File: src/design/tcm_pkg.sv
// Shared types, constants and codes for the terrace curve mapper.
`default_nettype none
package tcm_pkg;
  localparam int MAX_POINTS_DEF = 16;
  localparam int FRAC_BITS_DEF  = 16;

  typedef enum logic [1:0] {
    KIND_MAP   = 2'd0,
    KIND_ADD   = 2'd1,
    KIND_CLEAR = 2'd2,
    KIND_NONE  = 2'd3
  } kind_t;

  typedef enum logic [1:0] {
    ST_OK     = 2'd0,
    ST_DUP    = 2'd1,
    ST_FULL   = 2'd2,
    ST_SPARSE = 2'd3
  } status_t;

  typedef enum logic [3:0] {
    S_IDLE, S_SRD, S_SCMP, S_ADDCHK, S_INS, S_SHWR,
    S_MRD0, S_MRD1, S_MRD2, S_DIV, S_SQ, S_MUL, S_SUM, S_DONE
  } state_t;

  // Controller to datapath commands.
  typedef struct packed {
    logic load;       // capture the item value and clear the result
    logic idx_clr;    // index <= 0
    logic idx_inc;    // index <= index + 1
    logic idx_dec;    // index <= index - 1
    logic idx_cnt;    // index <= count
    logic pos_cap;    // remember index as the insert position
    logic rd_prev;    // address the table at index - 1 instead of index
    logic cap_v0;     // capture read data as v0
    logic res_edge;   // take read data as the result
    logic div_start;  // capture read data as v1 and start the divider
    logic wr_shift;   // write read data at index
    logic wr_value;   // write item value at index
    logic cnt_inc;
    logic cnt_clr;
    logic sq;
    logic mul;
    logic sum;
  } cmd_t;

  // Datapath to controller status.
  typedef struct packed {
    logic lt;         // value below read data
    logic eq;         // value equals read data
    logic idx_at_cnt; // index has reached count
    logic idx_at_pos; // index has reached the insert position
    logic idx_zero;
    logic full;
    logic sparse;
    logic div_done;
  } sts_t;
endpackage
`default_nettype wire

File: src/design/tcm_ram.sv
// Generic single-port RAM with registered read.
`default_nettype none
module tcm_ram #(
  parameter int WIDTH = 32,
  parameter int DEPTH = 16
) (
  input  wire logic                     clk,
  input  wire logic                     we,
  input  wire logic [$clog2(DEPTH)-1:0] addr,
  input  wire logic [WIDTH-1:0]         wdata,
  output logic      [WIDTH-1:0]         rdata
);
  logic [WIDTH-1:0] mem [DEPTH];

  always_ff @(posedge clk) begin
    if (we) begin
      mem[addr] <= wdata;
    end
    rdata <= mem[addr];
  end
endmodule
`default_nettype wire

File: src/design/tcm_datapath.sv
// Datapath: point table, index and count, divider and multiplier.
`default_nettype none
module tcm_datapath
  import tcm_pkg::*;
#(
  parameter int MAX_POINTS = MAX_POINTS_DEF,
  parameter int FRAC_BITS  = FRAC_BITS_DEF
) (
  input  wire logic        clk,
  input  wire logic        rst_n,
  input  wire cmd_t        cmd,
  input  wire logic [31:0] in_value,
  input  wire logic        invert,
  output sts_t             sts,
  output logic [31:0]      result
);
  localparam int AW = $clog2(MAX_POINTS);
  localparam int CW = $clog2(MAX_POINTS + 1);
  localparam int QW = $clog2(FRAC_BITS + 1);
  localparam logic [FRAC_BITS:0] ONE_A = {1'b1, {FRAC_BITS{1'b0}}};

  logic [CW-1:0] idx_r, cnt_r, pos_r;
  logic [CW-1:0] idx_m1;
  logic signed [31:0] val_r, v0_r, v1_r;
  logic [31:0] rdata, wdata;
  logic        we;
  logic [AW-1:0] addr;

  // Divider: restoring, one quotient bit per cycle.
  logic [32:0] rem_r, dvs_r;
  logic [33:0] rem_sh, rem_sub;
  logic [FRAC_BITS-1:0] quo_r;
  logic [QW-1:0] dcnt_r;
  logic [FRAC_BITS:0] alpha, asq_r;
  logic [2*FRAC_BITS+1:0] sq_full;
  logic signed [32:0] diff;
  logic signed [FRAC_BITS+34:0] prod_r, prod_sh;
  logic [31:0] end0;

  assign idx_m1 = idx_r - CW'(1);
  assign addr   = cmd.rd_prev ? idx_m1[AW-1:0] : idx_r[AW-1:0];
  assign we     = cmd.wr_shift | cmd.wr_value;
  assign wdata  = cmd.wr_value ? val_r : rdata;

  tcm_ram #(.WIDTH(32), .DEPTH(1 << AW)) u_ram (
    .clk(clk), .we(we), .addr(addr), .wdata(wdata), .rdata(rdata)
  );

  always_ff @(posedge clk) begin
    if (!rst_n) begin
      idx_r <= '0;
      cnt_r <= '0;
      dcnt_r <= '0;
    end else begin
      if (cmd.idx_clr) idx_r <= '0;
      else if (cmd.idx_inc) idx_r <= idx_r + CW'(1);
      else if (cmd.idx_dec) idx_r <= idx_m1;
      else if (cmd.idx_cnt) idx_r <= cnt_r;
      if (cmd.cnt_clr) cnt_r <= '0;
      else if (cmd.cnt_inc) cnt_r <= cnt_r + CW'(1);
      if (cmd.div_start) dcnt_r <= QW'(FRAC_BITS);
      else if (dcnt_r != '0) dcnt_r <= dcnt_r - QW'(1);
    end
  end

  assign rem_sh  = {rem_r, 1'b0};
  assign rem_sub = rem_sh - {1'b0, dvs_r};

  always_ff @(posedge clk) begin
    if (cmd.load) val_r <= in_value;
    if (cmd.pos_cap) pos_r <= idx_r;
    if (cmd.cap_v0) v0_r <= rdata;
    if (cmd.div_start) begin
      // The sample lies in [v0, v1), so the remainder starts below the divisor.
      v1_r  <= rdata;
      rem_r <= {val_r[31], val_r} - {v0_r[31], v0_r};
      dvs_r <= {rdata[31], rdata} - {v0_r[31], v0_r};
      quo_r <= '0;
    end else if (dcnt_r != '0) begin
      if (rem_sh >= {1'b0, dvs_r}) begin
        rem_r <= rem_sub[32:0];
        quo_r <= {quo_r[FRAC_BITS-2:0], 1'b1};
      end else begin
        rem_r <= rem_sh[32:0];
        quo_r <= {quo_r[FRAC_BITS-2:0], 1'b0};
      end
    end
    if (cmd.sq) asq_r <= sq_full[2*FRAC_BITS:FRAC_BITS];
    if (cmd.mul) prod_r <= $signed({1'b0, asq_r}) * diff;
    if (cmd.load) result <= '0;
    else if (cmd.res_edge) result <= rdata;
    else if (cmd.sum) result <= end0 + prod_sh[31:0];
  end

  // With invert set the segment ends swap and alpha becomes one minus alpha.
  assign alpha   = invert ? ONE_A - {1'b0, quo_r} : {1'b0, quo_r};
  assign sq_full = alpha * alpha;
  assign diff    = invert ? ({v0_r[31], v0_r} - {v1_r[31], v1_r})
                          : ({v1_r[31], v1_r} - {v0_r[31], v0_r});
  assign prod_sh = prod_r >>> FRAC_BITS;
  assign end0    = invert ? v1_r : v0_r;

  assign sts.lt = $signed(val_r) < $signed(rdata);
  assign sts.eq = val_r == rdata;
  assign sts.idx_at_cnt = idx_r == cnt_r;
  assign sts.idx_at_pos = idx_r == pos_r;
  assign sts.idx_zero = idx_r == '0;
  assign sts.full = cnt_r == CW'(MAX_POINTS);
  assign sts.sparse = cnt_r < CW'(2);
  assign sts.div_done = dcnt_r == '0;
endmodule
`default_nettype wire

File: src/design/tcm_ctrl.sv
// Controller state machine for add, clear and map items.
`default_nettype none
module tcm_ctrl
  import tcm_pkg::*;
(
  input  wire logic        clk,
  input  wire logic        rst_n,
  input  wire logic        start,
  input  wire logic [1:0]  in_kind,
  input  wire sts_t        sts,
  output logic             busy,
  output cmd_t             cmd,
  output logic             done,
  output status_t          st_out
);
  state_t  state_r, state_nxt;
  kind_t   kind_r;
  status_t st_r, st_nxt;

  always_ff @(posedge clk) begin
    if (!rst_n) begin
      state_r <= S_IDLE;
      kind_r  <= KIND_NONE;
      st_r <= ST_OK;
    end else begin
      state_r <= state_nxt;
      st_r <= st_nxt;
      if (state_r == S_IDLE && start) kind_r <= kind_t'(in_kind);
    end
  end

  assign busy   = state_r != S_IDLE;
  assign done   = state_r == S_DONE;
  assign st_out = st_r;

  always_comb begin
    state_nxt = state_r;
    st_nxt = st_r;
    cmd = '0;
    case (state_r)
      S_IDLE: begin
        if (start) begin
          cmd.load = 1'b1;
          cmd.idx_clr = 1'b1;
          st_nxt = ST_OK;
          case (kind_t'(in_kind))
            KIND_MAP, KIND_ADD: state_nxt = S_SRD;
            KIND_CLEAR: begin
              cmd.cnt_clr = 1'b1;
              state_nxt = S_DONE;
            end
            default: state_nxt = S_DONE;
          endcase
        end
      end
      S_SRD: begin
        // Scan: the table is read at index, or the scan stops at the end.
        if (kind_r == KIND_MAP && sts.sparse) begin
          st_nxt = ST_SPARSE;
          state_nxt = S_DONE;
        end else if (sts.idx_at_cnt) begin
          state_nxt = (kind_r == KIND_ADD) ? S_ADDCHK : S_MRD0;
        end else begin
          state_nxt = S_SCMP;
        end
      end
      S_SCMP: begin
        if (sts.lt) begin
          state_nxt = (kind_r == KIND_ADD) ? S_ADDCHK : S_MRD0;
        end else if (kind_r == KIND_ADD && sts.eq) begin
          st_nxt = ST_DUP;
          state_nxt = S_DONE;
        end else begin
          cmd.idx_inc = 1'b1;
          state_nxt = S_SRD;
        end
      end
      S_ADDCHK: begin
        if (sts.full) begin
          st_nxt = ST_FULL;
          state_nxt = S_DONE;
        end else begin
          // Walk down from count to the insert position, shifting entries up.
          cmd.pos_cap = 1'b1;
          cmd.cnt_inc = 1'b1;
          cmd.idx_cnt = 1'b1;
          state_nxt = S_INS;
        end
      end
      S_INS: begin
        if (sts.idx_at_pos) begin
          cmd.wr_value = 1'b1;
          state_nxt = S_DONE;
        end else begin
          cmd.rd_prev = 1'b1;
          state_nxt = S_SHWR;
        end
      end
      S_SHWR: begin
        cmd.wr_shift = 1'b1;
        cmd.idx_dec = 1'b1;
        state_nxt = S_INS;
      end
      S_MRD0: begin
        // Index is the first point above the sample, else count.
        if (!sts.idx_zero) cmd.rd_prev = 1'b1;
        state_nxt = S_MRD1;
      end
      S_MRD1: begin
        if (sts.idx_zero || sts.idx_at_cnt) begin
          cmd.res_edge = 1'b1;
          state_nxt = S_DONE;
        end else begin
          cmd.cap_v0 = 1'b1;
          state_nxt = S_MRD2;
        end
      end
      S_MRD2: begin
        cmd.div_start = 1'b1;
        state_nxt = S_DIV;
      end
      S_DIV: begin
        if (sts.div_done) state_nxt = S_SQ;
      end
      S_SQ: begin
        cmd.sq = 1'b1;
        state_nxt = S_MUL;
      end
      S_MUL: begin
        cmd.mul = 1'b1;
        state_nxt = S_SUM;
      end
      S_SUM: begin
        cmd.sum = 1'b1;
        state_nxt = S_DONE;
      end
      S_DONE: state_nxt = S_IDLE;
      default: state_nxt = S_IDLE;
    endcase
  end
endmodule
`default_nettype wire

File: src/design/terrace_curve_mapper.sv
// Top level of the terrace curve mapper.
//   Channel  Ports                               Handshake
//   input    in_kind, in_value                   start high while busy is low
//   result   out_mapped_value, out_status        out_valid high for one cycle
//   config   cfg_psel .. cfg_prdata              APB write, cfg_pready tied high
// A map item scans the held points and reads both segment ends from the table;
// the divider, the square, multiply and sum steps and the result cycle follow;
// a sample outside the held points maps to the nearest end point instead. An add
// item scans for its place, then shifts later entries up; clear and unused items
// go straight to the result cycle. busy falls after it, so items never overlap.
// Synchronous reset empties the table and clears invert; the receiver cannot stall.
`default_nettype none
module terrace_curve_mapper
  import tcm_pkg::*;
#(
  parameter int MAX_POINTS = MAX_POINTS_DEF,
  parameter int FRAC_BITS  = FRAC_BITS_DEF
) (
  input  wire logic        clk,
  input  wire logic        rst_n,
  input  wire logic        start,
  output logic             busy,
  input  wire logic [1:0]  in_kind,
  input  wire logic [31:0] in_value,
  output logic             out_valid,
  output logic [31:0]      out_mapped_value,
  output logic [1:0]       out_status,
  input  wire logic        cfg_psel,
  input  wire logic        cfg_penable,
  input  wire logic        cfg_pwrite,
  input  wire logic [0:0]  cfg_paddr,
  input  wire logic [31:0] cfg_pwdata,
  output logic [31:0]      cfg_prdata,
  output logic             cfg_pready
);
  logic    invert_r;
  cmd_t    cmd;
  sts_t    sts;
  status_t st;

  assign cfg_pready = 1'b1;
  always_ff @(posedge clk) begin
    if (!rst_n) invert_r <= 1'b0;
    else if (cfg_psel && cfg_penable && cfg_pwrite && cfg_paddr == 1'b0)
      invert_r <= cfg_pwdata[0];
  end
  assign cfg_prdata = {31'd0, invert_r};

  tcm_ctrl u_ctrl (
    .clk(clk), .rst_n(rst_n), .start(start), .in_kind(in_kind), .sts(sts),
    .busy(busy), .cmd(cmd), .done(out_valid), .st_out(st)
  );

  tcm_datapath #(.MAX_POINTS(MAX_POINTS), .FRAC_BITS(FRAC_BITS)) u_dp (
    .clk(clk), .rst_n(rst_n), .cmd(cmd), .in_value(in_value),
    .invert(invert_r), .sts(sts), .result(out_mapped_value)
  );

  assign out_status = st;

  a_valid_busy: assert property (@(posedge clk) disable iff (!rst_n)
    out_valid |-> busy);
  a_valid_single: assert property (@(posedge clk) disable iff (!rst_n)
    out_valid |=> !out_valid);
  a_accept_busy: assert property (@(posedge clk) disable iff (!rst_n)
    (start && !busy) |=> busy);
  a_flag_zero: assert property (@(posedge clk) disable iff (!rst_n)
    (out_valid && out_status != ST_OK) |-> out_mapped_value == 32'd0);
endmodule
`default_nettype wire

File: config.mk
export PLATFORM = sky130hd
export DESIGN_NAME = terrace_curve_mapper
export DESIGN_NICKNAME = d
export VERILOG_FILES = /design/src/design/tcm_pkg.sv /design/src/design/tcm_ram.sv /design/src/design/tcm_datapath.sv /design/src/design/tcm_ctrl.sv /design/src/design/terrace_curve_mapper.sv
export SDC_FILE = /design/constraint.sdc
export NUM_CORES = 2
export LEC_CHECK = 0
export ABC_AREA = 1
export BUFFER_PORTS_ARGS = -buffer_cell sky130_fd_sc_hd__buf_2
export CAP_MARGIN = 20
export CELL_PAD_IN_SITES_DETAIL_PLACEMENT = 0
export CELL_PAD_IN_SITES_GLOBAL_PLACEMENT = 1
export CORE_ASPECT_RATIO = 2
export CORE_MARGIN = 2
export CORE_UTILIZATION = 50
export DETAILED_ROUTE_END_ITERATION = 12
export GPL_ROUTABILITY_DRIVEN = 0
export PLACE_DENSITY = 0.83
export SYNTH_ARGS = -nofsm -noshare
export SYNTH_HDL_FRONTEND = slang
export SYNTH_HIERARCHICAL = 1
export SYNTH_SLANG_ARGS = --single-unit
File: constraint.sdc
create_clock -name clk -period 12.2 [get_ports clk]
set_input_delay 1.83 -clock clk [delete_from_list [all_inputs] [get_ports clk]]
set_output_delay 1.83 -clock clk [all_outputs]
set_load 0.03 [all_outputs]
==> impl_metrics.ini <==
[flow_run]
cap_violations = 0

[cts]
cts_buffers = 69
h-tree-depth = 3
clk_pin_slew_ns = 0.08
clk_latency_ns = 0.69
cts_tree = yes
cts.sinks = 832
cts-resized-gates = 0
cts_max_path_buffers = 3
postCtsSetupRepairBufs = 0
cts_hold_buf = 0
cts_root_buf = clkbuf_16

[synth]
ys_top_cells_by_count = 2713 x nand2_1, 1562 x inv_1, 759 x nor2_1, 728 x edfxtp_1, 710 x fa_1
synthMostInstantiatedCell = nand2_1
synth_area_leaders = edfxtp_1 30%, fa_1 19%, nand2_1 14%
synth_edf_count = 728
synth_top_area_cell = edfxtp_1
ys_ff_latch = 832
synth_top_cell_area_share_pct = 29.9
seq_area_frac_synth_pct = 32.7
synth_cell_types = 68
synth_area_um2 = 73200
synthFlopType = edfxtp_1
avgSynthCellArea_um2 = 8.32
synthCells = 8802
synthArstFlopShare_pct = 0
yosys_warnings = 6

[placed_design]
dp_hpwl_mm = 183
port_buffers = 78

[grt]
antenna_found_initial = 7
overflow = 0
first_global_vias = 61500
grt_use_total_pct = 32.0
grt_pass1_wl_mm = 355
grt_max_degree = 184

[sta]
hold_viol = 0
max_freq_mhz = 101
slew_headroom_pct = 21.6
rsz0062_at_grt = no
drv_slew = 0
skew_ns = 0.0350
tightest_slew_ns = 1.16
finalSetupViolCount = 0
fin_crit_ns = 9.93
fin_crit_sh_pct = 81.4
setup_tns_ns = 0

[run_status]
status = completed

[floorplanning]
core_um2 = 145000
die_w_um = 275
initial_utilization_pct = 50.3
die_area_um2 = 150000
die_height_um = 545
ios = 142
row_count = 198

[final_layout]
fillers = 13700
regArea_um2 = 23900
fin_nets = 10000
final_layout_size_suffix_gt1_share_pct = 4.70
multi_input_area_um2 = 42000
areaGrowthSynthToFinish_pct = 6.48

[setup_path]
crit_type = register to register
setup.worst_path.end_class = register
cpMostUsedCell = inv_1
setup.worst_path.start_class = register
cp_max_fo = 10
critPathTopFamily = adder cells
worst-endpoint-arrival_ns = 10.34
crit_buf_inv = 8
critical-path-slowest-cell = o21ai_1
slowest_delay_ns = 0.92
cp.required_ns = 12.61

[route]
routedWlPerCell_um = 22.0
viasPerCell = 5.49
first_iter_violations = 4015
ant_nets = 0
num_vias = 59200
wirelength_mm = 237
drc = 0
dr.pass1.iters = 6

[worst_hold_path]
hold_class = register to register
==> state kept, by name (all words and copies together), names as in the netlist, 17 cells and up <==
signal            count
u_dp/rem_r           33
u_dp/v0_r            32
u_dp/val_r           32
u_dp/dvs_r           33
u_dp/u_ram/rdata     32
u_dp/asq_r           17
u_dp/v1_r            32
u_dp/u_ram/mem      512
u_dp/result          32
u_dp/prod_r          32
==> layout by cell type, fill, tap and decap left out, types with 21 or more instances in the layout <==
cell type  count
nand3_1      207
buf_4         92
nor3_1        55
nand4_1       28
or2_2         23
o22ai_1       21
o21ai_0      265
xor2_1       116
nor2_1       736
conb_1        43
dfxtp_1      103
edfxtp_1     728
a31oi_1       45
nor2_4        24
fa_1         710
o21ai_1       38
a21o_1        36
nand2_1     2712
a21oi_1      348
ha_1         442
inv_1       1559
xnor2_1       47
nor4_1        31
clkbuf_16     70
o21bai_1      33
inv_2         21
buf_2         79
clkinv_1      22
==> area by class of cell <==
| class | count | area share, % |
|---|---|---|
| flip-flops and latches | 832 | 30.7 |
| repair buffers | 179 | 1.55 |
| well taps | 1900 | 3.05 |
| clock buffers | 83 | 2.31 |
| clock inverters | 44 | 0.718 |
| multi-input cells | 6138 | 53.9 |
| inverters | 1598 | 7.71 |
| diodes | 4 | 0.0128 |
==> kinds of logic (layout without fill, tap and decap cells) <==
group	Yosys count	in the layout	synth area share [%]
other cells	4	47	0.0205
fa+ha+maj	1152	1152	27.0
xor+xnor	169	169	2.08
mux	3	3	0.0410
flops	832	832	32.7
buf+inv	1871	1904	10.3
compound gates	891	891	6.90
simple gates	3880	3880	20.9
==> layer usage <==
layer	track usage [%]	vias up	wire length, um
li1	-	27300	-
met1	31.6	28600	75900
met2	58.3	2283	124000
met3	4.54	951	13000
met4	26.3	4	24000
met5	0	-	23
==> through the flow <==
stage	instance area, um^2	hold WS [ns]	cells	utilization [%]	worst slack, ns
final	77900	0.467	10800	53.6	2.27
after global routing	77900	0.483	10800	53.6	1.95
after floorplan	73300	0.406	8841	-	4.90
after global placement	75500	0.451	10600	51.9	2.86
after detailed placement	75500	0.455	10600	51.9	2.80
after CTS	77900	0.466	10800	53.6	2.77
==> path summary, 6_finish.rpt <==
| check | slack [ns] | depth (start not counted) | to | from |
|---|---|---|---|---|
| setup / recovery | 2.27 | 29 | u_dp/prod_r[32] | u_dp/v0_r[2] |
| hold / removal | 0.47 | 2 | u_ctrl/st_out[1] | u_ctrl/st_out[1] |
| setup reg to reg | 2.27 | 29 | u_dp/prod_r[32] | u_dp/v0_r[2] |
| hold reg to reg | 0.47 | 2 | u_ctrl/st_out[1] | u_ctrl/st_out[1] |
==> worst min-delay path, stage by stage (launching register included) <==
cell     delay (ns)
dfxtp_1        0.31
nand2_1        0.06
a21oi_1        0.05
Power is left out: the tool's default activity adds up to more than one toggle a clock period on the data nets, which glitch-free logic cannot reach.
